[config.mk]
export PLATFORM = sky130hd
export DESIGN_NAME = subpixel_minimum_search
export DESIGN_NICKNAME = d
export VERILOG_FILES = /design/src/rtl/sms_pkg.sv /design/src/rtl/sms_front.sv /design/src/rtl/sms_queue.sv /design/src/rtl/sms_back.sv /design/src/rtl/subpixel_minimum_search.sv
export SDC_FILE = /design/constraint.sdc
export NUM_CORES = 1
export LEC_CHECK = 0
export ABC_AREA = 1
export BUFFER_PORTS_ARGS = -buffer_cell sky130_fd_sc_hd__buf_2
export CAP_MARGIN = 5
export CELL_PAD_IN_SITES_DETAIL_PLACEMENT = 1
export CELL_PAD_IN_SITES_GLOBAL_PLACEMENT = 2
export CORE_MARGIN = 2
export CORE_UTILIZATION = 25
export CTS_BUF_LIST = sky130_fd_sc_hd__clkbuf_4 sky130_fd_sc_hd__clkbuf_8
export CTS_CLUSTER_DIAMETER = 30
export DETAILED_ROUTE_END_ITERATION = 8
export GPL_TIMING_DRIVEN = 0
export PLACE_DENSITY = 0.64
export SYNTH_ARGS = -nofsm -noshare
export SYNTH_HDL_FRONTEND = slang
export SYNTH_SLANG_ARGS = --single-unit
[constraint.sdc]
create_clock -name clk -period 8.1 [get_ports clk]
set_input_delay 0.405 -clock clk [delete_from_list [all_inputs] [get_ports clk]]
set_output_delay 0.405 -clock clk [all_outputs]
set_load 0.1 [all_outputs]
[src/rtl/sms_pkg.sv]
// sms_pkg: shared constants, payload structs and the job record for the
// subpixel minimum search block. No dependencies.
package sms_pkg;

  // cost precision and derived widths
  localparam int COST_BITS  = 32;
  localparam int OFFS_BITS  = 8;
  localparam int X_BITS     = OFFS_BITS + 1;
  localparam int FRAC_BITS  = 8;
  localparam int DIFF_BITS  = COST_BITS + 3;
  localparam int DPOS_BITS  = COST_BITS + 2;
  localparam int DEN_BITS   = COST_BITS + 3;
  localparam int NUM_BITS   = COST_BITS + FRAC_BITS + 1;
  localparam int SUM_BITS   = NUM_BITS + 1;
  localparam int CNT_BITS   = $clog2(NUM_BITS);
  localparam int POS_BITS   = 16;

  localparam logic [OFFS_BITS-1:0] MAX_ITEMS = 8'd255;
  localparam logic [7:0]           FIRST_POSITION_RESET = 8'd6;
  localparam logic [SUM_BITS-1:0]  POS_MAX = SUM_BITS'(65535);

  // job queue between tracker and solver
  localparam int QUEUE_DEPTH = 4;
  localparam int QUEUE_ADDR  = $clog2(QUEUE_DEPTH);

  typedef struct packed {
    logic [31:0] cost;
    logic        is_last;
  } in_item_t;

  typedef struct packed {
    logic [POS_BITS-1:0] position_q8;
    logic                not_interpolated;
  } out_item_t;

  // one finished run, waiting for the sub-position solve
  typedef struct packed {
    logic [X_BITS-1:0]    x;
    logic [COST_BITS-1:0] y;
    logic [COST_BITS-1:0] ym;
    logic [COST_BITS-1:0] yp;
    logic                 edge_hit;
  } job_t;

endpackage

[src/rtl/sms_front.sv]
// sms_front: per-item minimum tracker. Follows the least cost, its neighbours
// and its offset, and emits one job at the end of each run. Uses sms_pkg.
module sms_front (
  input  logic                clk,
  input  logic                rst,
  input  logic                take_item,
  input  sms_pkg::in_item_t   item,
  input  logic [7:0]          first_position,
  output logic                job_push,
  output sms_pkg::job_t       job
);

  logic [sms_pkg::OFFS_BITS-1:0] item_count, item_count_next;
  logic [sms_pkg::OFFS_BITS-1:0] best_offset, best_offset_next;
  logic [sms_pkg::COST_BITS-1:0] best_cost, best_cost_next;
  logic [sms_pkg::COST_BITS-1:0] previous_cost, previous_cost_next;
  logic [sms_pkg::COST_BITS-1:0] cost_before_best, cost_before_best_next;
  logic [sms_pkg::COST_BITS-1:0] cost_after_best, cost_after_best_next;
  logic                          after_pending, after_pending_next;
  logic [sms_pkg::COST_BITS-1:0] cost_in;

  assign cost_in = item.cost[sms_pkg::COST_BITS-1:0];

  // tracker update for one cost
  always_comb begin
    item_count_next       = item_count;
    best_offset_next      = best_offset;
    best_cost_next        = best_cost;
    previous_cost_next    = previous_cost;
    cost_before_best_next = cost_before_best;
    cost_after_best_next  = cost_after_best;
    after_pending_next    = after_pending;
    if (item_count != sms_pkg::MAX_ITEMS) begin
      if (after_pending) begin
        cost_after_best_next = cost_in;
        after_pending_next   = 1'b0;
      end
      if (item_count == '0 || cost_in < best_cost ||
          (cost_in == best_cost && best_offset != '0)) begin
        cost_before_best_next = previous_cost;
        best_cost_next        = cost_in;
        best_offset_next      = item_count;
        after_pending_next    = 1'b1;
      end
      previous_cost_next = cost_in;
      item_count_next    = item_count + 1'b1;
    end
  end

  // job built from the state after the last cost
  assign job_push      = take_item && item.is_last;
  assign job.x         = {1'b0, first_position} + {1'b0, best_offset_next};
  assign job.y         = best_cost_next;
  assign job.ym        = cost_before_best_next;
  assign job.yp        = cost_after_best_next;
  assign job.edge_hit  = after_pending_next || (best_offset_next == '0);

  // run state, cleared at the end of each run
  always_ff @(posedge clk) begin
    if (rst || (take_item && item.is_last)) begin
      item_count       <= '0;
      best_offset      <= '0;
      best_cost        <= '0;
      previous_cost    <= '0;
      cost_before_best <= '0;
      cost_after_best  <= '0;
      after_pending    <= 1'b0;
    end else if (take_item) begin
      item_count       <= item_count_next;
      best_offset      <= best_offset_next;
      best_cost        <= best_cost_next;
      previous_cost    <= previous_cost_next;
      cost_before_best <= cost_before_best_next;
      cost_after_best  <= cost_after_best_next;
      after_pending    <= after_pending_next;
    end
  end

endmodule

[src/rtl/sms_queue.sv]
// sms_queue: short job queue that decouples the tracker from the solver.
// Uses sms_pkg for the job record and depth.
module sms_queue (
  input  logic          clk,
  input  logic          rst,
  input  logic          wr,
  input  sms_pkg::job_t wr_job,
  input  logic          rd,
  output sms_pkg::job_t rd_job,
  output logic          q_full,
  output logic          q_empty
);

  sms_pkg::job_t                  entries [sms_pkg::QUEUE_DEPTH];
  logic [sms_pkg::QUEUE_ADDR-1:0] wr_ptr;
  logic [sms_pkg::QUEUE_ADDR-1:0] rd_ptr;
  logic [sms_pkg::QUEUE_ADDR:0]   count;
  logic                           do_wr;
  logic                           do_rd;

  assign q_full  = (count == (sms_pkg::QUEUE_ADDR + 1)'(sms_pkg::QUEUE_DEPTH));
  assign q_empty = (count == '0);
  assign do_wr   = wr && !q_full;
  assign do_rd   = rd && !q_empty;
  assign rd_job  = entries[rd_ptr];

  // storage
  always_ff @(posedge clk) begin
    if (do_wr) begin
      entries[wr_ptr] <= wr_job;
    end
  end

  // pointers and fill level
  always_ff @(posedge clk) begin
    if (rst) begin
      wr_ptr <= '0;
      rd_ptr <= '0;
      count  <= '0;
    end else begin
      if (do_wr) begin
        wr_ptr <= wr_ptr + 1'b1;
      end
      if (do_rd) begin
        rd_ptr <= rd_ptr + 1'b1;
      end
      case ({do_wr, do_rd})
        2'b10:   count <= count + 1'b1;
        2'b01:   count <= count - 1'b1;
        default: count <= count;
      endcase
    end
  end

endmodule

[src/rtl/sms_back.sv]
// sms_back: sub-position solver. Fits the parabola, divides bit-serially,
// rounds, clamps and holds the result for the output side. Uses sms_pkg.
module sms_back (
  input  logic               clk,
  input  logic               rst,
  input  sms_pkg::job_t      head,
  input  logic               job_empty,
  output logic               job_pop,
  output sms_pkg::out_item_t result,
  output logic               empty,
  input  logic               pop
);

  typedef enum logic [1:0] {S_IDLE, S_PREP, S_DIV, S_FINISH} state_t;

  state_t                          state;
  sms_pkg::job_t                   job;
  logic [sms_pkg::NUM_BITS-1:0]    dividend;
  logic [sms_pkg::DEN_BITS-1:0]    divisor;
  logic [sms_pkg::DEN_BITS:0]      rem;
  logic [sms_pkg::NUM_BITS-1:0]    quo;
  logic [sms_pkg::CNT_BITS-1:0]    cnt;
  logic                            neg;
  logic                            flat;
  logic                            out_valid;

  logic signed [sms_pkg::DIFF_BITS-1:0] d;
  logic signed [sms_pkg::COST_BITS:0]   num;
  logic [sms_pkg::COST_BITS:0]          num_abs;
  logic [sms_pkg::DPOS_BITS-1:0]        d_pos;
  logic                                 flat_c;
  logic [sms_pkg::DEN_BITS:0]           rem_shift;
  logic                                 q_bit;
  logic [sms_pkg::SUM_BITS-1:0]         base;
  logic [sms_pkg::SUM_BITS-1:0]         q_ext;
  logic [sms_pkg::SUM_BITS-1:0]         pos_sum;
  logic [sms_pkg::POS_BITS-1:0]         pos_clamped;
  logic                                 out_free;

  // curvature and numerator of the parabola fit
  always_comb begin
    d = $signed({{(sms_pkg::DIFF_BITS - sms_pkg::COST_BITS){1'b0}}, job.ym})
      + $signed({{(sms_pkg::DIFF_BITS - sms_pkg::COST_BITS){1'b0}}, job.yp})
      - $signed({{(sms_pkg::DIFF_BITS - sms_pkg::COST_BITS - 1){1'b0}}, job.y, 1'b0});
    num     = $signed({1'b0, job.ym}) - $signed({1'b0, job.yp});
    num_abs = num[sms_pkg::COST_BITS] ? (~num + 1'b1) : num;
    d_pos   = d[sms_pkg::DPOS_BITS-1:0];
    flat_c  = job.edge_hit || d[sms_pkg::DIFF_BITS-1] || (d == '0);
  end

  // one restoring divide step
  always_comb begin
    rem_shift = {rem[sms_pkg::DEN_BITS-1:0], dividend[sms_pkg::NUM_BITS-1]};
    q_bit     = (rem_shift >= {1'b0, divisor});
  end

  // add or subtract the rounded fraction, clamp to the Q8.8 range
  always_comb begin
    base  = sms_pkg::SUM_BITS'({job.x, {sms_pkg::FRAC_BITS{1'b0}}});
    q_ext = sms_pkg::SUM_BITS'(quo);
    if (neg) begin
      pos_sum = (q_ext > base) ? '0 : (base - q_ext);
    end else begin
      pos_sum = base + q_ext;
    end
    pos_clamped = (pos_sum > sms_pkg::POS_MAX) ? {sms_pkg::POS_BITS{1'b1}}
                                               : pos_sum[sms_pkg::POS_BITS-1:0];
  end

  assign job_pop  = (state == S_IDLE) && !job_empty;
  assign out_free = !out_valid || pop;
  assign empty    = !out_valid;

  // sequencer, divider and output register
  always_ff @(posedge clk) begin
    if (rst) begin
      state     <= S_IDLE;
      out_valid <= 1'b0;
    end else begin
      // in the finish cycle a popped result is replaced below
      if (pop && out_valid && (state != S_FINISH)) begin
        out_valid <= 1'b0;
      end
      case (state)
        S_IDLE: begin
          if (!job_empty) begin
            job   <= head;
            state <= S_PREP;
          end
        end
        S_PREP: begin
          neg      <= num[sms_pkg::COST_BITS];
          flat     <= flat_c;
          dividend <= sms_pkg::NUM_BITS'({num_abs[sms_pkg::COST_BITS-1:0],
                                          {sms_pkg::FRAC_BITS{1'b0}}})
                    + sms_pkg::NUM_BITS'(d_pos);
          divisor  <= {d_pos[sms_pkg::DPOS_BITS-1:0], 1'b0};
          rem      <= '0;
          quo      <= '0;
          cnt      <= '0;
          state    <= flat_c ? S_FINISH : S_DIV;
        end
        S_DIV: begin
          rem      <= q_bit ? (rem_shift - {1'b0, divisor}) : rem_shift;
          quo      <= {quo[sms_pkg::NUM_BITS-2:0], q_bit};
          dividend <= {dividend[sms_pkg::NUM_BITS-2:0], 1'b0};
          cnt      <= cnt + 1'b1;
          if (cnt == sms_pkg::CNT_BITS'(sms_pkg::NUM_BITS - 1)) begin
            state <= S_FINISH;
          end
        end
        S_FINISH: begin
          if (out_free) begin
            result.position_q8      <= pos_clamped;
            result.not_interpolated <= flat;
            out_valid               <= 1'b1;
            state                   <= S_IDLE;
          end
        end
        default: state <= S_IDLE;
      endcase
    end
  end

endmodule

[src/rtl/subpixel_minimum_search.sv]
// subpixel_minimum_search: top level. Holds the first-position register and
// joins sms_front, sms_queue and sms_back. Uses sms_pkg.
//
//   channel   direction  handshake            transaction
//   item      in         push / full          one cost with its last flag
//   result    out        empty / pop          position_q8, not_interpolated
//   config    in         config_write         first_position, no read-back
//
// Costs are taken one per cycle while full is low; full rises only when
// the four-entry job queue holds four finished runs. Each run takes the
// solver through load, prepare, 41 bit-serial divide steps and finish;
// edge or flat runs skip the divide steps. Reset clears the run state and
// the queue, empties the result register and sets first_position to 6.
module subpixel_minimum_search (
  input  logic               clk,
  input  logic               rst,
  input  logic               push,
  output logic               full,
  input  sms_pkg::in_item_t  item,
  output logic               empty,
  input  logic               pop,
  output sms_pkg::out_item_t result,
  input  logic               config_write,
  input  logic [7:0]         config_data
);

  logic [7:0]    first_position;
  logic          take_item;
  logic          job_push;
  sms_pkg::job_t job_in;
  sms_pkg::job_t job_head;
  logic          job_pop;
  logic          job_full;
  logic          job_empty;

  // configuration register
  always_ff @(posedge clk) begin
    if (rst) begin
      first_position <= sms_pkg::FIRST_POSITION_RESET;
    end else if (config_write) begin
      first_position <= config_data;
    end
  end

  assign full      = job_full;
  assign take_item = push && !job_full;

  sms_front u_front (
    .clk            (clk),
    .rst            (rst),
    .take_item      (take_item),
    .item           (item),
    .first_position (first_position),
    .job_push       (job_push),
    .job            (job_in)
  );

  sms_queue u_queue (
    .clk     (clk),
    .rst     (rst),
    .wr      (job_push),
    .wr_job  (job_in),
    .rd      (job_pop),
    .rd_job  (job_head),
    .q_full  (job_full),
    .q_empty (job_empty)
  );

  sms_back u_back (
    .clk       (clk),
    .rst       (rst),
    .head      (job_head),
    .job_empty (job_empty),
    .job_pop   (job_pop),
    .result    (result),
    .empty     (empty),
    .pop       (pop)
  );

endmodule
# After elaboration in Yosys (flattened, before gate mapping)
# Memory sizes are Yosys's and may differ from the RTL's. A register that Yosys moved wholly into a read port is not among the register bits.
# Index checks and enable logic that the tools add are counted.
[op_classes]
add_sub_neg = 15
n_lt_le_gt_ge = 4
n_eq_ne = 13
mux = 29
n_bitwise = 3
reduce_logical = 32
[ops]
columns = ["op", "count"]
rows = [
  ["$mux W32", 7],
  ["$pmux W41 S2", 2],
  ["$mux W42", 2],
  ["$pmux W35 S2", 1],
  ["$add A17 B41 Y42", 1],
  ["$gt A42 B16 Y1 const B", 1],
  ["$sub A17 B41 Y42", 1],
  ["$add A40 B34 Y41", 1],
  ["$gt A41 B17 Y1", 1],
  ["$ge A36 B35 Y1", 1],
  ["$logic_not A35 Y1", 1],
  ["$mux W35", 1],
  ["$sub A35 B34 Y35", 1],
  ["$sub A35 B35 Y35", 1],
  ["$add A32 B32 Y33", 1],
  ["$sub A32 B32 Y33", 1],
  ["$add A32 B1 Y32 const B", 1],
  ["$eq A32 B32 Y1", 1],
  ["$lt A32 B32 Y1", 1],
  ["$not A32 Y32", 1],
  ["$logic_not A8 Y1", 2],
  ["$mux W8", 2],
  ["$pmux W6 S2", 1],
  ["$add A8 B8 Y9", 1],
  ["26 further kinds", 62],
]
[totals]
register_bits = 339
mem_bits_rw = 424
n_memories = 1
[memory_table]
columns = ["name", "words", "word_bits", "rd", "rd_clocked_by_memory_dff", "wr", "line", "rtl"]
rows = [
  ["u_queue.entries", 4, 106, 1, 1, 1, "sms_queue.sv:14", "sms_pkg::job_t entries [sms_pkg::QUEUE_DEPTH];"],
]

# Longest topological paths before layout
# Gate-level depths: netlist of run 1.
[depth]
word_depth = 7
ltp_mapped = 45

# Modules after synthesis
# From an unflattened synthesis of run 1, not the netlist that was laid out.
[hier_totals]
hier_cells = 5240
area_unflattened_um2 = 47265.3
[modules_own_cells]
columns = ["module", "n_inst", "cells_per_inst", "area_each_um2", "seq_area_each_um2"]
rows = [
  ["sms_back", 1, 2934, 22794.4, 8528.2],
  ["sms_queue", 1, 1094, 16179.3, 12912.4],
  ["sms_front", 1, 1163, 7967.6, 2902.8],
  ["subpixel_minimum_search", 1, 49, 324.1, 160.2],
]

# Worst setup path before layout of run 1
# No wires, ideal clock.
[synth_path]
path_kind = "register -> register"
start = "reg u_back.state[0]"
end = "reg u_back.cnt[0] (netlist bit) (enable)"
setup_time_ns = 0.611
arrival_time_ns = 5.935
setup_slack_ns = 1.554
path_stages_with_launch = 5
n_path_buf = 0
period_less_slack_ns = 6.546
path_cell_list = "dfxtp_1 > inv_1 > ha_1 > inv_1 > nor2_1"
[synth_via]
elab_chain_cells = 3
word_cells_on_any_way = 4
cone_classes = "eq/ne (2); reduce/logical (2)"
[synth_rtl]
columns = ["element", "line", "rtl"]
rows = [
  ["from (decl)", "sms_back.sv:16", "state_t state;"],
  ["from (signal assigned)", "sms_back.sv:101", "state <= flat_c ? S_FINISH : S_DIV;"],
  ["$eq A2 B1 Y1 or $eq A2 B2 Y1 (tied branches)", "sms_back.sv:84", "case (state)"],
  ["$reduce_bool A2 Y1 (no source line) (*)", "n/a", ""],
  ["$reduce_and A2 Y1 (no source line) (*)", "n/a", ""],
  ["to (signal assigned)", "sms_back.sv:107", "cnt <= cnt + 1'b1;"],
  ["to (decl)", "sms_back.sv:22", "logic [sms_pkg::CNT_BITS-1:0] cnt;"],
]
# Mark *: on every way between the ends. The rest lies on a longest branch, timed or not.
# A chain may end at the register's enable or synchronous reset.

# Worst setup path after layout of run 1
[layout_path]
start = "reg u_back.job[2] (netlist bit)"
end = "reg u_back.dividend[37] (netlist bit), data pin"
[layout_via]
word_cells_on_any_way = 8
cone_classes = "add/sub (5); mux (2); bitwise (1)"
[layout_lines]
columns = ["element", "line", "rtl"]
rows = [
  ["from (decl)", "sms_back.sv:17", "sms_pkg::job_t job;"],
  ["from (signal assigned)", "sms_back.sv:87", "job <= head;"],
  ["$add A32 B32 Y33", "sms_back.sv:43", "+ $signed({{(sms_pkg::DIFF_BITS - sms_pkg::COST_BITS){1'b0}}, job.yp})"],
  ["$sub A35 B34 Y35", "sms_back.sv:44", "- $signed({{(sms_pkg::DIFF_BITS - sms_pkg::COST_BITS - 1){1'b0}}, job.y, 1'b0});"],
  ["net u_back.d (one bit)", "sms_back.sv:27", "logic signed [sms_pkg::DIFF_BITS-1:0] d;"],
  ["$add A40 B34 Y41", "sms_back.sv:96", "+ sms_pkg::NUM_BITS'(d_pos);"],
  ["$pmux W41 S2", "sms_back.sv:84", ""],
  ["to (signal assigned)", "sms_back.sv:94", "dividend <= sms_pkg::NUM_BITS'({num_abs[sms_pkg::COST_BITS-1:0],"],
  ["to (signal assigned)", "sms_back.sv:106", "dividend <= {dividend[sms_pkg::NUM_BITS-2:0], 1'b0};"],
  ["to (decl)", "sms_back.sv:18", "logic [sms_pkg::NUM_BITS-1:0] dividend;"],
]
# The timed path passes the listed nets, and every way through them passes these cells.

==> results.cfg, run 1 <==
[place]
dpl_cell_area_sq_um = 50150
dp_hpwl_um = 120300
portBuffers = 63
gp_congestion = 0.8316

[finish]
drive_above_1_share_pct = 10.30
nNetsFinal = 5789
fillers = 21340
syn_to_final_growth_pct = 20.12
design_area_sq_um = 55500
layout_commonest_cell = nand2_1
final_cell_mix = 873 x nand2_1, 719 x inv_1, 706 x edfxtp_1, 582 x o21ai_0, 549 x nor2_1

[timing]
finalWorstPathRequiredPeriod_ns = 7.227
hold_viol = 0
fmax_mhz = 138.4
relSlewSlack_pct = 14.51
worst_slew_pin_slew_ns = 1.269
drv_slew = 0
rsz0062_at_grt = false
skew_ns = 0.05762
setup_viol = 0
post-route-period-util_pct = 89.23

[critical_path]
cpPeakStageDelay_ns = 0.53
critical_path.max_fanout = 6
crit_family = compound AO/OA/AOI/OAI gates
cp.required_ns = 8.76
cp_data_arrival_time_ns = 7.89
slowest_stage = nor4_1
endpoint_kind = flop
cp-startpoint = u_back.job[2]
cpMostUsedCell = nand2_1
cp-start-kind = flop
r2r_start = u_back.job[2]
cp_num_buf_inv = 2
crit_type = flop to flop

[yosys]
syn-num-nets = 5427
synthFlopType = edfxtp_1
synthSimpleGateAreaFrac_pct = 16.38
synthAdderAreaFrac_pct = 6.494
ys_seq_area_share_pct = 52.95
async_reset_ff_share_pct = 0
synth_top_family_by_area = simple AND/OR/NAND/NOR gates
ys_types = 64
yosys-mux-area-fraction_pct = 0
avgSynthCellArea_sq_um = 8.978
synth_xor_area_share_pct = 3.128
synth_warnings = 0
ys_ff_latch = 869
synth_edf_count = 706
syn_area_sq_um = 46200
syn-instance-count = 5146
synth_compound_area_share_pct = 13.41

[floorplanning]
start_util_pct = 25.21
io-pin-count = 65
die_h_um = 433.9
die_w_um = 433.9
rows = 157
core_sq_um = 183300
dieArea_sq_um = 188300

[clock_tree]
cts_max_level = 4
path_clk_slew_ns = 0.05
clk_latency_ns = 0.96
cts_made_buffers = 215
cts_tree = built
root_buffer = clkbuf_8
clock_sinks = 869
clockBufferDepth = 3

[drt]
drc_errors = 0
drtAntennaViolNets = 0
first_pass_iters = 5
vias = 36730
wl_per_cell_um = 18.90
wl_um = 154200
via_per_inst = 4.503
initialDrtViolationCount = 1866

[hold_path]
min_from = push
hp-class = input port to flop

[global_route]
grt.total_usage_pct = 16.36
grt_max_degree = 37
grt_pass1_vias = 38590
antenna_found_initial = 7
grt_overflow = 0
grt_pass1_wl_um = 234700

[flow_run]
drv_cap = 0

[run_status]
status = finished, final reports clean
flip-flops by register name, summed over array words and instances, names as in the netlist, 9 cells and up:
register,cells
u_back.base,9
u_front.best_cost,32
u_front.cost_after_best,32
u_back.result,17
u_back.quo,41
u_back.dividend,41
u_back.rem,35
u_back.divisor,34
u_queue.entries,424
u_front.previous_cost,32
u_front.cost_before_best,32
u_back.job,97
through the flow:
stage	hold WS [ns]	std cells	TNS, ns	utilization [%]	setup WS [ns]
floorplan	0.4003	5146	0	-	1.554
global placement	0.4168	7673	-1663.15	27.06	-3.481
detailed placement	0.4470	7698	0	27.36	0.4850
CTS	0.04807	8154	0	30.27	0.3958
global route	0.1370	8156	0	30.28	0.08607
finish	0.1347	8158	0	30.28	0.8727
area by class of cell:
type	count	area, sq um	area share (%)
Sequential cell	869	24460	44.08
Multi-Input combinational cell	3355	18280	32.93
Clock buffer	252	3262	5.878
Tap cell	2464	3083	5.555
Inverter	734	2756	4.967
Clock inverter	147	1489	2.683
Timing Repair Buffer	145	1385	2.496
Buffer	188	769.5	1.387
Antenna cell	4	10.01	0.01804
Yosys cell counts (5+ instances only):
cell	instances	share of area [%]
o21ai_0	582	6.3
nor4_1	23	0.31
nor2_1	557	4.5
or2_2	7	0.095
fa_1	8	0.35
a21o_1	7	0.11
buf_2	15	0.16
nand2_2	34	0.46
buf_1	12	0.097
nand3_1	167	1.8
o21bai_1	13	0.21
a21oi_1	343	3.7
clkbuf_1	152	1.2
o22ai_1	106	1.4
buf_4	6	0.097
nand2_1	873	7.1
nand4_1	57	0.77
o221ai_1	7	0.13
xnor2_1	51	0.97
nor2_2	17	0.23
ha_1	227	6.1
nand3b_1	7	0.11
inv_2	10	0.081
o31ai_1	5	0.081
a21boi_0	6	0.097
nand3_2	11	0.24
dfxtp_1	163	7.1
o211ai_1	8	0.13
o21a_1	11	0.18
xor2_1	114	2.2
edfxtp_1	706	46
a31oi_1	15	0.20
nor3_1	28	0.30
inv_1	719	5.8
o21ai_1	20	0.22
worst min-delay path, delay by kind of cell:
family / cells / cell delay, ns
simple gates: 3 / 0.19
buf+inv: 4 / 0.33
compound gates: 1 / 0.06
cells by family after synthesis:
family / count (synthesis)
simple gates: 1802
compound gates: 1153
buf+inv: 922
flops: 869
fa+ha+maj: 235
xor+xnor: 165
final timing paths:
check / to / slack [ns] / depth (start not counted)
worst max-delay path: u_back.dividend[37] / 0.87 / 34
worst min-delay path: u_front.best_offset[0] / 0.13 / 8
worst max register to register: u_back.dividend[37] / 0.87 / 34
worst min register to register: u_back.result[0] / 0.45 / 0
what timing repair did:
| item | 4_1_cts | 5_1_grt |
|---|---|---|
| setup endpoints to repair | 0 | 1 |
| buffers inserted | 0 | 0 |
| resized for setup | 0 | 2 |
| hold buffers | 57 | 0 |
| endpoints found under the hold margin | 49 | 0 |
layer usage:
layer	GRT usage [%]	share of wire, %
met2	27.53	47
met3	2.609	3.3
met5	0	0.0065
met1	21.69	47
met4	4.364	2.2
Power of run 1 is not shown: default switching activity piles up to over one toggle a cycle in this logic, so the estimate is an artifact.
==> run 2: changes to the inputs <==
--- a/config.mk
+++ b/config.mk
@@ -6,7 +6,6 @@
 export NUM_CORES = 1
 export LEC_CHECK = 0
 export ABC_AREA = 1
-export BUFFER_PORTS_ARGS = -buffer_cell sky130_fd_sc_hd__buf_2
 export CAP_MARGIN = 5
 export CELL_PAD_IN_SITES_DETAIL_PLACEMENT = 1
 export CELL_PAD_IN_SITES_GLOBAL_PLACEMENT = 2
@@ -15,8 +14,9 @@
 export CTS_BUF_LIST = sky130_fd_sc_hd__clkbuf_4 sky130_fd_sc_hd__clkbuf_8
 export CTS_CLUSTER_DIAMETER = 30
 export DETAILED_ROUTE_END_ITERATION = 8
+export DONT_BUFFER_PORTS = 1
 export GPL_TIMING_DRIVEN = 0
-export PLACE_DENSITY = 0.64
+export PLACE_DENSITY = 0.63
 export SYNTH_ARGS = -nofsm -noshare
 export SYNTH_HDL_FRONTEND = slang
 export SYNTH_SLANG_ARGS = --single-unit
==> run 2 against run 1 <==
Wire length up 0.49%. Clock skew is 0.0023 ns higher. Hold slack got worse by 0.012 ns. Via count is 0.76% lower. Maximum frequency grew 0.85%. Critical path depth is 2 lower. Highest routed layer unchanged.
==> results.cfg, run 2 (synthesis results as in run 1) <==
[run_status]
status = finished, final reports clean

[critical_path]
critical_path.max_fanout = 5
slowest_stage = edfxtp_1
endpoint_kind = flop
crit_family = compound AO/OA/AOI/OAI gates
cp_num_buf_inv = 1
rrSetupSlack_ns = 0.93
cp_data_arrival_time_ns = 7.76
cp-start-kind = flop
crit_type = flop to flop
cpPeakStageDelay_ns = 0.46
cp.required_ns = 8.69

[global_route]
grt_overflow = 0
grt_max_degree = 37
antenna_found_initial = 10
grt_pass1_wl_um = 235000
grt.total_usage_pct = 16.44
grt_pass1_vias = 38620

[clock_tree]
cts_max_level = 4
path_clk_slew_ns = 0.05
clk_latency_ns = 0.94
cts_tree = built
root_buffer = clkbuf_8
clockBufferDepth = 3
clock_sinks = 869
cts_made_buffers = 218

[hold_path]
hp-class = input port to flop

[timing]
post-route-period-util_pct = 88.48
hold_ws_ns = 0.1229
setup_viol = 0
hold_viol = 0
drv_slew = 0
worst_slack_ns = 0.9335
relSlewSlack_pct = 19.51
finalWorstPathRequiredPeriod_ns = 7.166
worst_slew_pin_slew_ns = 1.195
fmax_mhz = 139.5
skew_ns = 0.05988
rsz0062_at_grt = false

[place]
post-place-ws_ns = 0.3220
gp_congestion = 0.8194
placedCellCount = 7638
portBuffers = 0
dp_hpwl_um = 121100

[finish]
top_regs = u_queue.entries: 424 flops, u_back.job: 97 flops
final_util_pct = 30.38
largest_reg_flops = 424
final-instance-count-excl-fill = 8111
syn_to_final_growth_pct = 20.53
drive_above_1_share_pct = 9.647
final_cell_mix = 873 x nand2_1, 719 x inv_1, 706 x edfxtp_1, 582 x o21ai_0, 549 x nor2_1
regMostFlops = u_queue.entries
nNetsFinal = 5729
layout_commonest_cell = nand2_1

[floorplanning]
dieArea_sq_um = 188300
io-pin-count = 65
start_util_pct = 25.21
core_sq_um = 183300
die_h_um = 433.9
rows = 157
die_w_um = 433.9

[drt]
via_per_inst = 4.494
wl_um = 154900
drc_errors = 0
first_pass_iters = 5
wl_per_cell_um = 19.10
initialDrtViolationCount = 1859
drtAntennaViolNets = 0
vias = 36450

[flow_run]
drv_cap = 0
[run 2: path summary, 6_finish.rpt]
check	startpoint	to	cells after the start
worst max-delay path	u_back.job[2]	u_back.dividend[40]	32
worst min-delay path	item[0]	u_queue.wr_ptr[0]	2
worst max register to register	u_back.job[2]	u_back.dividend[40]	32
worst min register to register	u_back.flat	u_back.result[0]	0
[run 2: area by class of cell]
cell class	count	area, sq um
sequential	869	24460
fill	21250	127600
inverter	734	2756
buffer	188	769.5
antenna	8	20.02
multi-input combinational	3355	18290
tap	2464	3083
timing repair buffer	82	1117
clock inverter	161	1918
clock buffer	250	3272
[run 2: routing by layer]
| metal | track usage [%] | up-vias | share of wire [%] |
|---|---|---|---|
| met5 | 0 | - | 0.021 |
| met4 | 4.998 | 4 | 2.5 |
| met3 | 2.709 | 217 | 3.3 |
| met2 | 27.60 | 533 | 47 |
| met1 | 21.55 | 17650 | 47 |
| li1 | - | 18050 | - |
[run 2: timing repair]
| item | 4_1_cts | 5_1_grt |
|---|---|---|
| hold endpoints to repair | 196 | 0 |
| hold buffers | 54 | 0 |
| setup endpoints to repair | 0 | 6 |
| setup buffers | 0 | 0 |
| gates resized for setup | 0 | 3 |
[run 2: through the flow]
step | TNS (ns) | area (sq um)
finish | 0 | 55690
global placement | -1866.22 | 49280
global route | 0 | 55680
floorplan | 0 | 46200
CTS | 0 | 55650
detailed placement | 0 | 49920
Power of run 2 is left out for the same reason.
==> run 3: changes to the inputs <==
--- a/config.mk
+++ b/config.mk
@@ -5,18 +5,17 @@
 export SDC_FILE = /design/constraint.sdc
 export NUM_CORES = 1
 export LEC_CHECK = 0
-export ABC_AREA = 1
 export CAP_MARGIN = 5
 export CELL_PAD_IN_SITES_DETAIL_PLACEMENT = 1
 export CELL_PAD_IN_SITES_GLOBAL_PLACEMENT = 2
 export CORE_MARGIN = 2
-export CORE_UTILIZATION = 25
+export CORE_UTILIZATION = 30
 export CTS_BUF_LIST = sky130_fd_sc_hd__clkbuf_4 sky130_fd_sc_hd__clkbuf_8
 export CTS_CLUSTER_DIAMETER = 30
 export DETAILED_ROUTE_END_ITERATION = 8
 export DONT_BUFFER_PORTS = 1
 export GPL_TIMING_DRIVEN = 0
-export PLACE_DENSITY = 0.63
+export PLACE_DENSITY = 0.67
 export SYNTH_ARGS = -nofsm -noshare
 export SYNTH_HDL_FRONTEND = slang
 export SYNTH_SLANG_ARGS = --single-unit
==> run 3 against run 2 <==
Worst setup slack worse by 0.50 ns. Hold slack worse by 0.033 ns. Critical path depth is 1 higher. Die area is 20% lower. Global-route usage is 0.79 points higher. Non-clock buffer count is 48 lower. Wire length is 16% lower.
==> results.cfg, run 3 <==
[run_status]
status = finished, final reports clean

[yosys]
synth_edf_count = 706
syn-num-nets = 3925
async_reset_ff_share_pct = 0
ys_ff_latch = 869
yosysMostFrequentCell = edfxtp_1
avgSynthCellArea_sq_um = 12.18
synth_top_area_share_pct = 47.75
syn_area_sq_um = 44400
ys_types = 101
synth_warnings = 0
synthTopCellsByArea = edfxtp_1 48%, dfxtp_1 7.3%, ha_1 6.4%, mux4_2 5.4%, mux2_2 2.8%
ys_seq_area_share_pct = 55.10
synthFlopType = edfxtp_1
synth_top_cell_by_area = edfxtp_1
ys_top_cells_by_count = 706 x edfxtp_1, 294 x nor2_1, 247 x nand2_1
syn-instance-count = 3644

[place]
placedCellCount = 5590
portBuffers = 0
dp_hpwl_um = 94970
gp_congestion = 0.7978
dpl_cell_area_sq_um = 47240

[floorplanning]
rows = 141
start_util_pct = 30.14
dieArea_sq_um = 151100
die_h_um = 388.7
io-pin-count = 65
die_w_um = 388.7
core_sq_um = 147300

[clock_tree]
cts_tree = built
cts_max_level = 4
cts_made_buffers = 211
clock_sinks = 869
root_buffer = clkbuf_8
path_clk_slew_ns = 0.06
clk_latency_ns = 0.94
clockBufferDepth = 3

[drt]
wl_um = 129900
first_pass_iters = 5
wl_per_cell_um = 21.48
drtAntennaViolNets = 0
initialDrtViolationCount = 1562
vias = 29920
via_per_inst = 4.950
drc_errors = 0

[finish]
syn_to_final_growth_pct = 19.47
largest_reg_flops = 424
fillers = 15750
layout_commonest_cell = edfxtp_1
design_area_sq_um = 53040
regMostFlops = u_queue.entries
final-instance-count-excl-fill = 6045
drive_above_1_share_pct = 17.21
final_cell_mix = 706 x edfxtp_1, 294 x nor2_1, 247 x nand2_1, 239 x inv_1, 223 x ha_1
nNetsFinal = 4209
final_util_pct = 36.01
top_regs = u_queue.entries: 424 flops, u_back.job: 97 flops

[critical_path]
critical_path.max_fanout = 7
cpPeakStageDelay_ns = 0.53
cp_data_arrival_time_ns = 8.31
slowest_stage = or4_1
cpMostUsedCell = a21o_1
crit_type = flop to flop
cp.required_ns = 8.74
cp-start-kind = flop
endpoint_kind = flop

[global_route]
grt_pass1_wl_um = 198700
grt_overflow = 0
grt_pass1_vias = 32120
grt_max_degree = 69
antenna_found_initial = 9
grt.total_usage_pct = 17.23

[hold_path]
hp-class = input port to flop

[pwr]
p_per_area_nw_per_um2 = 496.5
fin_total_pwr_w = 0.02633
p_leak_nw = 19.38
ir_worst_vdd_v = 0.0003135

[timing]
hold_viol = 0
rsz0062_at_grt = false
fmax_mhz = 130.4
worst_slew_pin_slew_ns = 1.283
finalWorstPathRequiredPeriod_ns = 7.667
setup_viol = 0
post-route-period-util_pct = 94.65
tns_ns = 0
drv_slew = 0
skew_ns = 0.07014
relSlewSlack_pct = 14.46

[flow_run]
drv_cap = 0
-- run 3: worst max-delay path, delay by kind of cell, from the launching register on --
kind,cells,cell delay [ns]
buffers and inverters,2,0.10
DFF,1,0.38
AOI/OAI and AO/OA,18,3.55
and+or+nand+nor,6,1.44
xor gates and xnor gates,2,0.35
adders and majority gates,5,1.59
-- run 3: report_power, final --
group	internal [W]	total [W]	switching, W	leakage [nW]
combinational	0.00526	0.0134	0.00819	9.03
sequential	0.00633	0.00670	0.000363	7.85
clock	0.00385	0.00619	0.00234	2.50
total	0.0154	0.0263	0.0109	19.4
-- run 3: per-stage QoR --
| step | setup slack (ns) | hold WS (ns) |
|---|---|---|
| floorplan | 1.263 | 0.4003 |
| global placement | -2.186 | 0.4425 |
| detailed placement | -0.3130 | 0.4475 |
| CTS | 0.001549 | 0.005397 |
| global route | 0.01371 | 0.09581 |
| finish | 0.4331 | 0.08965 |
-- run 3: final cells by class --
class	count	area (sq um)	area share [%]
Antenna cell	1	2.502	0.004718
Buffer	149	593.1	1.118
Clock buffer	248	3251	6.128
Clock inverter	151	1854	3.496
Inverter	243	912.1	1.720
Multi-Input combinational cell	2381	18620	35.10
Sequential cell	869	24460	46.12
Tap cell	1930	2415	4.553
Timing Repair Buffer	73	934.6	1.762
-- run 3: cells by family (layout without fill, tap and decap cells) --
kind of cell             Yosys count  after routing  share of synthesized area (%)
XOR/XNOR                         165            165                          3.272
flip-flops                       869            869                          55.10
AND/OR/NAND/NOR                  967            967                          10.53
buffers and inverters            394            864                          3.407
other                              0              1                              0
AO/OA/AOI/OAI                    775            775                          12.25
multiplexers                     237            237                          8.640
adder cells (fa/ha/maj)          237            237                          6.806
-- run 3: repair_timing --
item,CTS,global route
hold buffers,53,0
gates resized for setup,9,20
hold endpoints to repair,422,0
setup endpoints to repair,5,11
pin swaps,0,5
setup buffers,0,4
-- run 3: layer usage --
layer  up-vias  routed length [um]  track usage [%]
li1      14280                   -                -
met1     14950               58150            22.07
met2       499               62550            28.93
met3       195                5053            3.164
met4         2                4102            6.374
met5         -                  17                0
-- run 3: final timing paths --
kind	startpoint	end	cells past startpoint	slack, ns
worst max-delay path	u_back.job[33]	u_back.dividend[39]	33	0.43
worst min-delay path	item[0]	u_queue.wr_ptr[1]	3	0.09
worst max register to register	u_back.job[33]	u_back.dividend[39]	33	0.43
worst min register to register	u_front.previous_cost[22]	u_front.previous_cost[22]	2	0.46
Note: power is estimated with default switching activity, not from simulation.
